===== config.mk =====
export PLATFORM = sky130hd
export DESIGN_NAME = dns_query_name_parser
export DESIGN_NICKNAME = d
export VERILOG_FILES = /design/src/design/dqnp_pkg.sv /design/src/design/dqnp_in_reg.sv /design/src/design/dqnp_parser.sv /design/src/design/dns_query_name_parser.sv
export SDC_FILE = /design/constraint.sdc
export NUM_CORES = 1
export LEC_CHECK = 0
export ABC_AREA = 1
export BUFFER_PORTS_ARGS = -buffer_cell sky130_fd_sc_hd__buf_2
export CORE_MARGIN = 2
export CORE_UTILIZATION = 50
export CTS_CLUSTER_DIAMETER = 50
export DETAILED_ROUTE_END_ITERATION = 6
export PLACE_DENSITY = 0.69
export SLEW_MARGIN = 15
export SYNTH_ARGS = -nofsm -noshare
export SYNTH_HDL_FRONTEND = slang
export SYNTH_HIERARCHICAL = 1
export SYNTH_SLANG_ARGS = --single-unit

===== constraint.sdc =====
create_clock -name i_clk -period 5.8 [get_ports i_clk]
set_input_delay 1.16 -clock i_clk [delete_from_list [all_inputs] [get_ports i_clk]]
set_output_delay 1.16 -clock i_clk [all_outputs]
set_load 0.005 [all_outputs]

===== src/design/dqnp_pkg.sv =====
// types and constants for the dns question-name parser
// no dependencies; imported by every module of the block
package dqnp_pkg;

    // result status codes
    typedef enum logic [2:0] {
        ST_CHAR     = 3'd0,
        ST_DONE     = 3'd1,
        ST_PTR      = 3'd2,
        ST_BOUNDS   = 3'd3,
        ST_OVERFLOW = 3'd4
    } t_status;

    localparam logic [7:0] DOT_CHAR     = 8'h2E;
    localparam logic [9:0] TAKEN_SAT    = 10'h3FF;
    localparam logic [8:0] CAP_RESET    = 9'd256;

    // one input transaction
    typedef struct packed {
        logic [7:0]  name_byte;
        logic        start_of_name;
        logic [15:0] bytes_remaining;
    } t_item;

    // one result transaction
    typedef struct packed {
        logic [7:0] out_char;
        t_status    status;
        logic [9:0] consumed;
    } t_result;

endpackage


===== src/design/dqnp_in_reg.sv =====
// input register stage with stall back to the upstream side
// depends on dqnp_pkg
module dqnp_in_reg
    import dqnp_pkg::*;
(
    input  logic  i_clk,
    input  logic  i_rst_n,
    input  logic  i_valid,
    input  t_item i_item,
    input  logic  i_hold,
    output logic  o_stall,
    output logic  o_valid,
    output t_item o_item
);

    logic  r_valid;
    t_item r_item;

    // stall only while a held item cannot move on
    assign o_stall = r_valid && i_hold;
    assign o_valid = r_valid;
    assign o_item  = r_item;

    // valid flag
    always_ff @(posedge i_clk) begin
        if (!i_rst_n) begin
            r_valid <= 1'b0;
        end else if (!o_stall) begin
            r_valid <= i_valid;
        end
    end

    // payload loads on an accepted transaction
    always_ff @(posedge i_clk) begin
        if (i_valid && !o_stall) begin
            r_item <= i_item;
        end
    end

endmodule


===== src/design/dqnp_parser.sv =====
// label decoder state and per-byte step logic
// depends on dqnp_pkg
module dqnp_parser
    import dqnp_pkg::*;
(
    input  logic       i_clk,
    input  logic       i_rst_n,
    input  logic       i_en,
    input  t_item      i_item,
    input  logic [8:0] i_cap,
    output logic       o_has_result,
    output t_result    o_result
);

    logic       r_active;
    logic [7:0] r_label_left;
    logic [8:0] r_chars_out;
    logic [9:0] r_bytes_taken;

    logic       n_active;
    logic [7:0] n_label_left;
    logic [8:0] n_chars_out;
    logic [9:0] n_bytes_taken;

    logic       active;
    logic [7:0] lab;
    logic [8:0] chars;
    logic [9:0] taken;
    logic [9:0] taken_inc;
    logic       last;
    logic       no_room;
    logic [7:0] b;

    // a start marker clears the parse before the byte is looked at
    always_comb begin
        b         = i_item.name_byte;
        active    = i_item.start_of_name || r_active;
        lab       = i_item.start_of_name ? 8'd0 : r_label_left;
        chars     = i_item.start_of_name ? 9'd0 : r_chars_out;
        taken     = i_item.start_of_name ? 10'd0 : r_bytes_taken;
        taken_inc = (taken != TAKEN_SAT) ? taken + 10'd1 : taken;
        last      = i_item.bytes_remaining <= 16'd1;
        no_room   = ({1'b0, chars} + 10'd1) >= {1'b0, i_cap};
    end

    // step: length byte or label byte
    always_comb begin
        n_active      = r_active;
        n_label_left  = r_label_left;
        n_chars_out   = r_chars_out;
        n_bytes_taken = r_bytes_taken;
        o_has_result  = 1'b0;
        o_result      = '{out_char: 8'd0, status: ST_CHAR, consumed: 10'd0};
        if (active) begin
            n_active      = 1'b1;
            n_label_left  = lab;
            n_chars_out   = chars;
            n_bytes_taken = taken_inc;
            if (lab == 8'd0) begin
                if (b[7:6] == 2'b11) begin
                    o_has_result    = 1'b1;
                    o_result.status = ST_PTR;
                end else if (b == 8'd0) begin
                    o_has_result      = 1'b1;
                    o_result.status   = ST_DONE;
                    o_result.consumed = taken_inc;
                end else if ({8'd0, b} >= i_item.bytes_remaining) begin
                    o_has_result    = 1'b1;
                    o_result.status = ST_BOUNDS;
                end else begin
                    n_label_left = b;
                    if (chars != 9'd0) begin
                        o_has_result = 1'b1;
                        if (no_room) begin
                            o_result.status = ST_OVERFLOW;
                        end else begin
                            n_chars_out       = chars + 9'd1;
                            o_result.out_char = DOT_CHAR;
                        end
                    end
                end
            end else begin
                o_has_result = 1'b1;
                if (last && lab > 8'd1) begin
                    o_result.status = ST_BOUNDS;
                end else if (no_room) begin
                    o_result.status = ST_OVERFLOW;
                end else begin
                    n_label_left      = lab - 8'd1;
                    n_chars_out       = chars + 9'd1;
                    o_result.out_char = b;
                    if (lab == 8'd1 && last) begin
                        o_result.status   = ST_DONE;
                        o_result.consumed = taken_inc;
                    end
                end
            end
            // any result other than a character ends the parse
            if (o_has_result && o_result.status != ST_CHAR) begin
                n_active = 1'b0;
            end
        end
    end

    // parser state
    always_ff @(posedge i_clk) begin
        if (!i_rst_n) begin
            r_active      <= 1'b0;
            r_label_left  <= 8'd0;
            r_chars_out   <= 9'd0;
            r_bytes_taken <= 10'd0;
        end else if (i_en) begin
            r_active      <= n_active;
            r_label_left  <= n_label_left;
            r_chars_out   <= n_chars_out;
            r_bytes_taken <= n_bytes_taken;
        end
    end

endmodule


===== src/design/dns_query_name_parser.sv =====
// each byte goes through the input register and parser step to the result register
// one name byte per cycle unless the output stalls; set by the single parser step
// stall on the output holds the result register and with it the input register
// reset (synchronous, active low): parser idle, no results, capacity 256
// bytes that give no result just pass through the parser state
module dns_query_name_parser
    import dqnp_pkg::*;
#(
    parameter int NAME_CAPACITY_MAX = 256
) (
    input  logic        i_clk,
    input  logic        i_rst_n,
    input  logic        i_cfg_wr_en,
    input  logic [8:0]  i_cfg_wr_data,
    input  logic        i_valid,
    output logic        o_stall,
    input  logic [7:0]  i_name_byte,
    input  logic        i_start_of_name,
    input  logic [15:0] i_bytes_remaining,
    output logic        o_valid,
    input  logic        i_stall,
    output logic [7:0]  o_out_char,
    output logic [2:0]  o_status,
    output logic [9:0]  o_consumed
);

    localparam logic [10:0] CapMax = 11'(NAME_CAPACITY_MAX);

    // clamp a capacity write to the range one to the buffer maximum
    function automatic logic [8:0] clamp_cap(input logic [8:0] v);
        logic [8:0] c;
        c = ({2'b00, v} > CapMax) ? CapMax[8:0] : v;
        if (c == 9'd0) begin
            c = 9'd1;
        end
        return c;
    endfunction

    logic [8:0] r_cap;
    logic       r_out_valid;
    t_result    r_out;

    t_item      in_item;
    t_item      q_item;
    logic       q_valid;
    logic       out_blocked;
    logic       step_en;
    logic       has_result;
    t_result    step_result;

    assign in_item     = '{name_byte: i_name_byte, start_of_name: i_start_of_name,
                           bytes_remaining: i_bytes_remaining};
    assign out_blocked = r_out_valid && i_stall;
    assign step_en     = q_valid && !out_blocked;

    // effective capacity, clamped when written
    always_ff @(posedge i_clk) begin
        if (!i_rst_n) begin
            r_cap <= clamp_cap(CAP_RESET);
        end else if (i_cfg_wr_en) begin
            r_cap <= clamp_cap(i_cfg_wr_data);
        end
    end

    dqnp_in_reg u_in_reg (
        .i_clk   (i_clk),
        .i_rst_n (i_rst_n),
        .i_valid (i_valid),
        .i_item  (in_item),
        .i_hold  (out_blocked),
        .o_stall (o_stall),
        .o_valid (q_valid),
        .o_item  (q_item)
    );

    dqnp_parser u_parser (
        .i_clk        (i_clk),
        .i_rst_n      (i_rst_n),
        .i_en         (step_en),
        .i_item       (q_item),
        .i_cap        (r_cap),
        .o_has_result (has_result),
        .o_result     (step_result)
    );

    // result register valid flag
    always_ff @(posedge i_clk) begin
        if (!i_rst_n) begin
            r_out_valid <= 1'b0;
        end else if (!out_blocked) begin
            r_out_valid <= step_en && has_result;
        end
    end

    // result payload
    always_ff @(posedge i_clk) begin
        if (step_en && has_result) begin
            r_out <= step_result;
        end
    end

    assign o_valid    = r_out_valid;
    assign o_out_char = r_out.out_char;
    assign o_status   = r_out.status;
    assign o_consumed = r_out.consumed;

endmodule


==> impl_results.md <==
- Status: finished, final reports clean
- Final Power: roughly 1.3 mW
- Layout cells sized above 1: between 10 and 15%
- GR Overflow Total: 0
- Worst hold path type: reg2reg
- Final nets: ~800
- Compound-Gate Fraction of Synth Area: approximately a tenth
- Clk Latency, worst-skew pair: ~370 ps
- Postcts setup bufs: 0
- Root buffer cell: clkbuf_8
- Vias/cell: approximately 5.2
- Syn Inst Count: between 600 and 700
- Antenna violations before repair: 0
- Xor/xnor share of the synthesized area: 2.476%
- Multiplexer share of the synthesized area: 0%
- Final core utilization: approximately 57%
- Highest clock rate: between 200 and 300 MHz
- CTS buffer count: 9
- Chip height: 103.5 µm
- Final hold vios: 0
- Largest fanout on the critical path: 21
- Clk_skew: ~12 ps
- WP data required: between 6000 and 7000 ps
- DR WL/cell: 13.23 µm
- Largest net degree at the start of global routing: 38
- Initial core utilization: between 50% and 60%
- Port Buffer Count: slightly above 60
- Period utilisation layout: around 66%
- Max Cap Viol: 0
- Netlist Area Pre-Place: about 5000 µm²
- Synth Area in Simple Gates: roughly 27%
- Crit path launch type: register
- I/O pin cnt: 62
- Max_slew headroom: 32.06%
- Power Density: between 200 and 250 nW/µm²
- GRT Total Usage: 22.46%
- Post-detail-place hpwl: 8.349 mm
- Sequential element share of the synthesized area: between 40 and 50%
- Die ar.: approximately 11000 µm²
- # fillers: slightly above 900
- Core box area: roughly 9700 µm²
- Pre-CTS WS: slightly above 2000 ps
- Routability cong.: 0.9200
- Synth warn: 6
- Worst setup path class: reg2reg
- Tmin final: ~3800 ps
- Final wirelength: between 10 and 15 mm
- Antenna viol nets, final: 0
- First-pass GRT wire length: roughly 20 mm
- Mean post-synth cell area: around 7.5 µm²
- Largest family of logic cells by synthesized area: simple AND/OR/NAND/NOR gates
- Arrival @ worst endpoint: 4020 ps
- CP endpoint kind: register
- Max-slew violations: 0
- Seq cells post-synth: 85
- Vias: 4441
- Drt drc: 0
- Unique masters post-synth: 34
- Rows: 36
- Synth Area in Adders: 5.306%
- Worst Tran Pin Value: 1013 ps
- Synthesized net count: just over 700
- Clock Sinks: 85
- DRT iter0 DRCs: 243
- Drt pass-1 iters: 5
- Cts repair resizes: 0
- CTS tree: done
- Final setup violating endpoints: 0
- RSZ-0062 raised after global routing: false
- P_leak: roughly 2.6 nW
- Post-CTS Hold Buffers: 0
- Vias in the first global route: ~4200
- Hold slack: 464.5 ps
- H-tree depth: 3
- Ant. Diodes: 0
- VDD IR max: 0.0001316 V
- Die span in x: slightly above 100 µm
- Clk slew on worst S/H paths: 90 ps
- Final WS setup: ~2000 ps
- Setup TNS Final: 0 ps
- Clk buf depth: 2
- Area grow syn2layout: 11.75%
==> final cells by class <==
| class | instances | area (µm²) | share of cell area [%] |
|---|---|---|---|
| multi-input combinational | 443 | 2273 | 41.08 |
| sequential | 85 | 2162 | 39.07 |
| inverter | 118 | 442.9 | 8.004 |
| timing repair buffer | 64 | 327.8 | 5.924 |
| tap | 133 | 166.4 | 3.007 |
| clock buffer | 12 | 135.1 | 2.442 |
| clock inverter | 4 | 26.28 | 0.4748 |
==> cells in the mapped netlist <==
library cell / n / area (µm²)
buf_1: 1 / 3.750
nor2_4: 1 / 11.26
nand4_1: 10 / 62.56
o211ai_1: 6 / 45.04
buf_4: 1 / 7.510
nand2_1: 139 / 521.8
o21ai_1: 1 / 5.000
dfxtp_1: 39 / 780.8
o21ai_4: 1 / 16.27
nand3_2: 1 / 10.01
nor2_2: 6 / 37.54
xor2_1: 11 / 96.34
nor3_1: 12 / 60.06
ha_1: 21 / 262.8
nand3b_1: 1 / 7.510
nand2_4: 1 / 11.26
inv_2: 5 / 18.77
inv_1: 111 / 416.7
nand3_4: 2 / 35.03
a21oi_1: 50 / 250.2
nor2_1: 76 / 285.3
buf_2: 5 / 25.02
clkbuf_1: 7 / 26.28
a21oi_2: 1 / 8.760
o21a_1: 1 / 7.510
and3_1: 1 / 6.260
xnor2_1: 3 / 26.28
o21ai_0: 39 / 195.2
edfxtp_1: 46 / 1381
nor3_2: 2 / 20.02
nand2_2: 5 / 31.28
nand3_1: 52 / 260.3
buf_6: 1 / 11.26
clkinv_1: 2 / 7.510
==> state kept, by name (all words and copies together), names as in the netlist <==
register	count
o_valid	1
r_cap	9
u_parser/r_bytes_taken	10
o_consumed	10
u_parser/r_active	1
o_out_char	8
u_parser/r_label_left	8
o_status	3
u_parser/r_chars_out	9
u_in_reg/o_valid	1
u_in_reg/o_item	25
==> cells in the final DEF, fill, tap and decap left out, types with 5 or more instances in the layout <==
| cell | count |
|---|---|
| nor2_2 | 6 |
| edfxtp_1 | 46 |
| buf_2 | 61 |
| a21oi_1 | 50 |
| o21ai_0 | 39 |
| nand2_1 | 139 |
| nand3_1 | 52 |
| xor2_1 | 11 |
| nand4_1 | 10 |
| nor3_1 | 12 |
| o211ai_1 | 6 |
| clkbuf_8 | 9 |
| ha_1 | 21 |
| dfxtp_1 | 39 |
| nand2_2 | 5 |
| inv_2 | 5 |
| nor2_1 | 76 |
| inv_1 | 111 |
==> per-stage QoR <==
stage               area [µm²]  cells
floorplan                 4952    661
global route              5534    859
finish                    5534    859
global placement          5373    843
detailed placement        5373    843
CTS                       5534    859
==> power breakdown <==
group | internal (mW) | total [mW] | switching, mW
Sequential | 0.670 | 0.687 | 0.0166
Clock | 0.155 | 0.366 | 0.210
Combinational | 0.0812 | 0.250 | 0.168
Total | 0.907 | 1.30 | 0.395
==> critical path, stage by stage, from the launching register on <==
cell and delay, ps:
edfxtp_1 360, buf_4 230, inv_2 280, nand2_1 130, inv_1 160, ha_1 200
nand3_1 120, xor2_1 330, ha_1 300, nand2_1 90, inv_1 40, a21oi_1 130
nand2_1 80, nand2_1 60, nand2_1 60, a21oi_1 410, nand2_1 140, nand2_1 100
nand2_1 240, a21oi_1 210
==> worst paths after layout <==
| path | slack (ps) | cells after the start | endpoint | start |
|---|---|---|---|---|
| setup / recovery | 2000 | 19 | o_consumed[8] | u_in_reg/o_item[16] |
| hold / removal | 460 | 2 | r_cap[1] | r_cap[1] |
| setup reg to reg | 2000 | 19 | o_consumed[8] | u_in_reg/o_item[16] |
| hold reg to reg | 460 | 2 | r_cap[1] | r_cap[1] |
==> logic make-up after synthesis <==
family,after synthesis
AND/OR/NAND/NOR,309
buffers and inverters,133
AO/OA/AOI/OAI,99
flip-flops,85
adder cells (fa/ha/maj),21
XOR/XNOR,14
==> per-layer routing <==
| layer | GRT usage, % | up-vias | wire [µm] |
|---|---|---|---|
| met5 | 0 | - | 0 |
| met4 | 8.301 | 0 | 277 |
| met3 | 4.154 | 23 | 764 |
| met2 | 36.85 | 166 | 5279 |
| met1 | 29.77 | 1997 | 5041 |
| li1 | - | 2255 | - |
No activity file was read; power rests on OpenSTA's default activity.
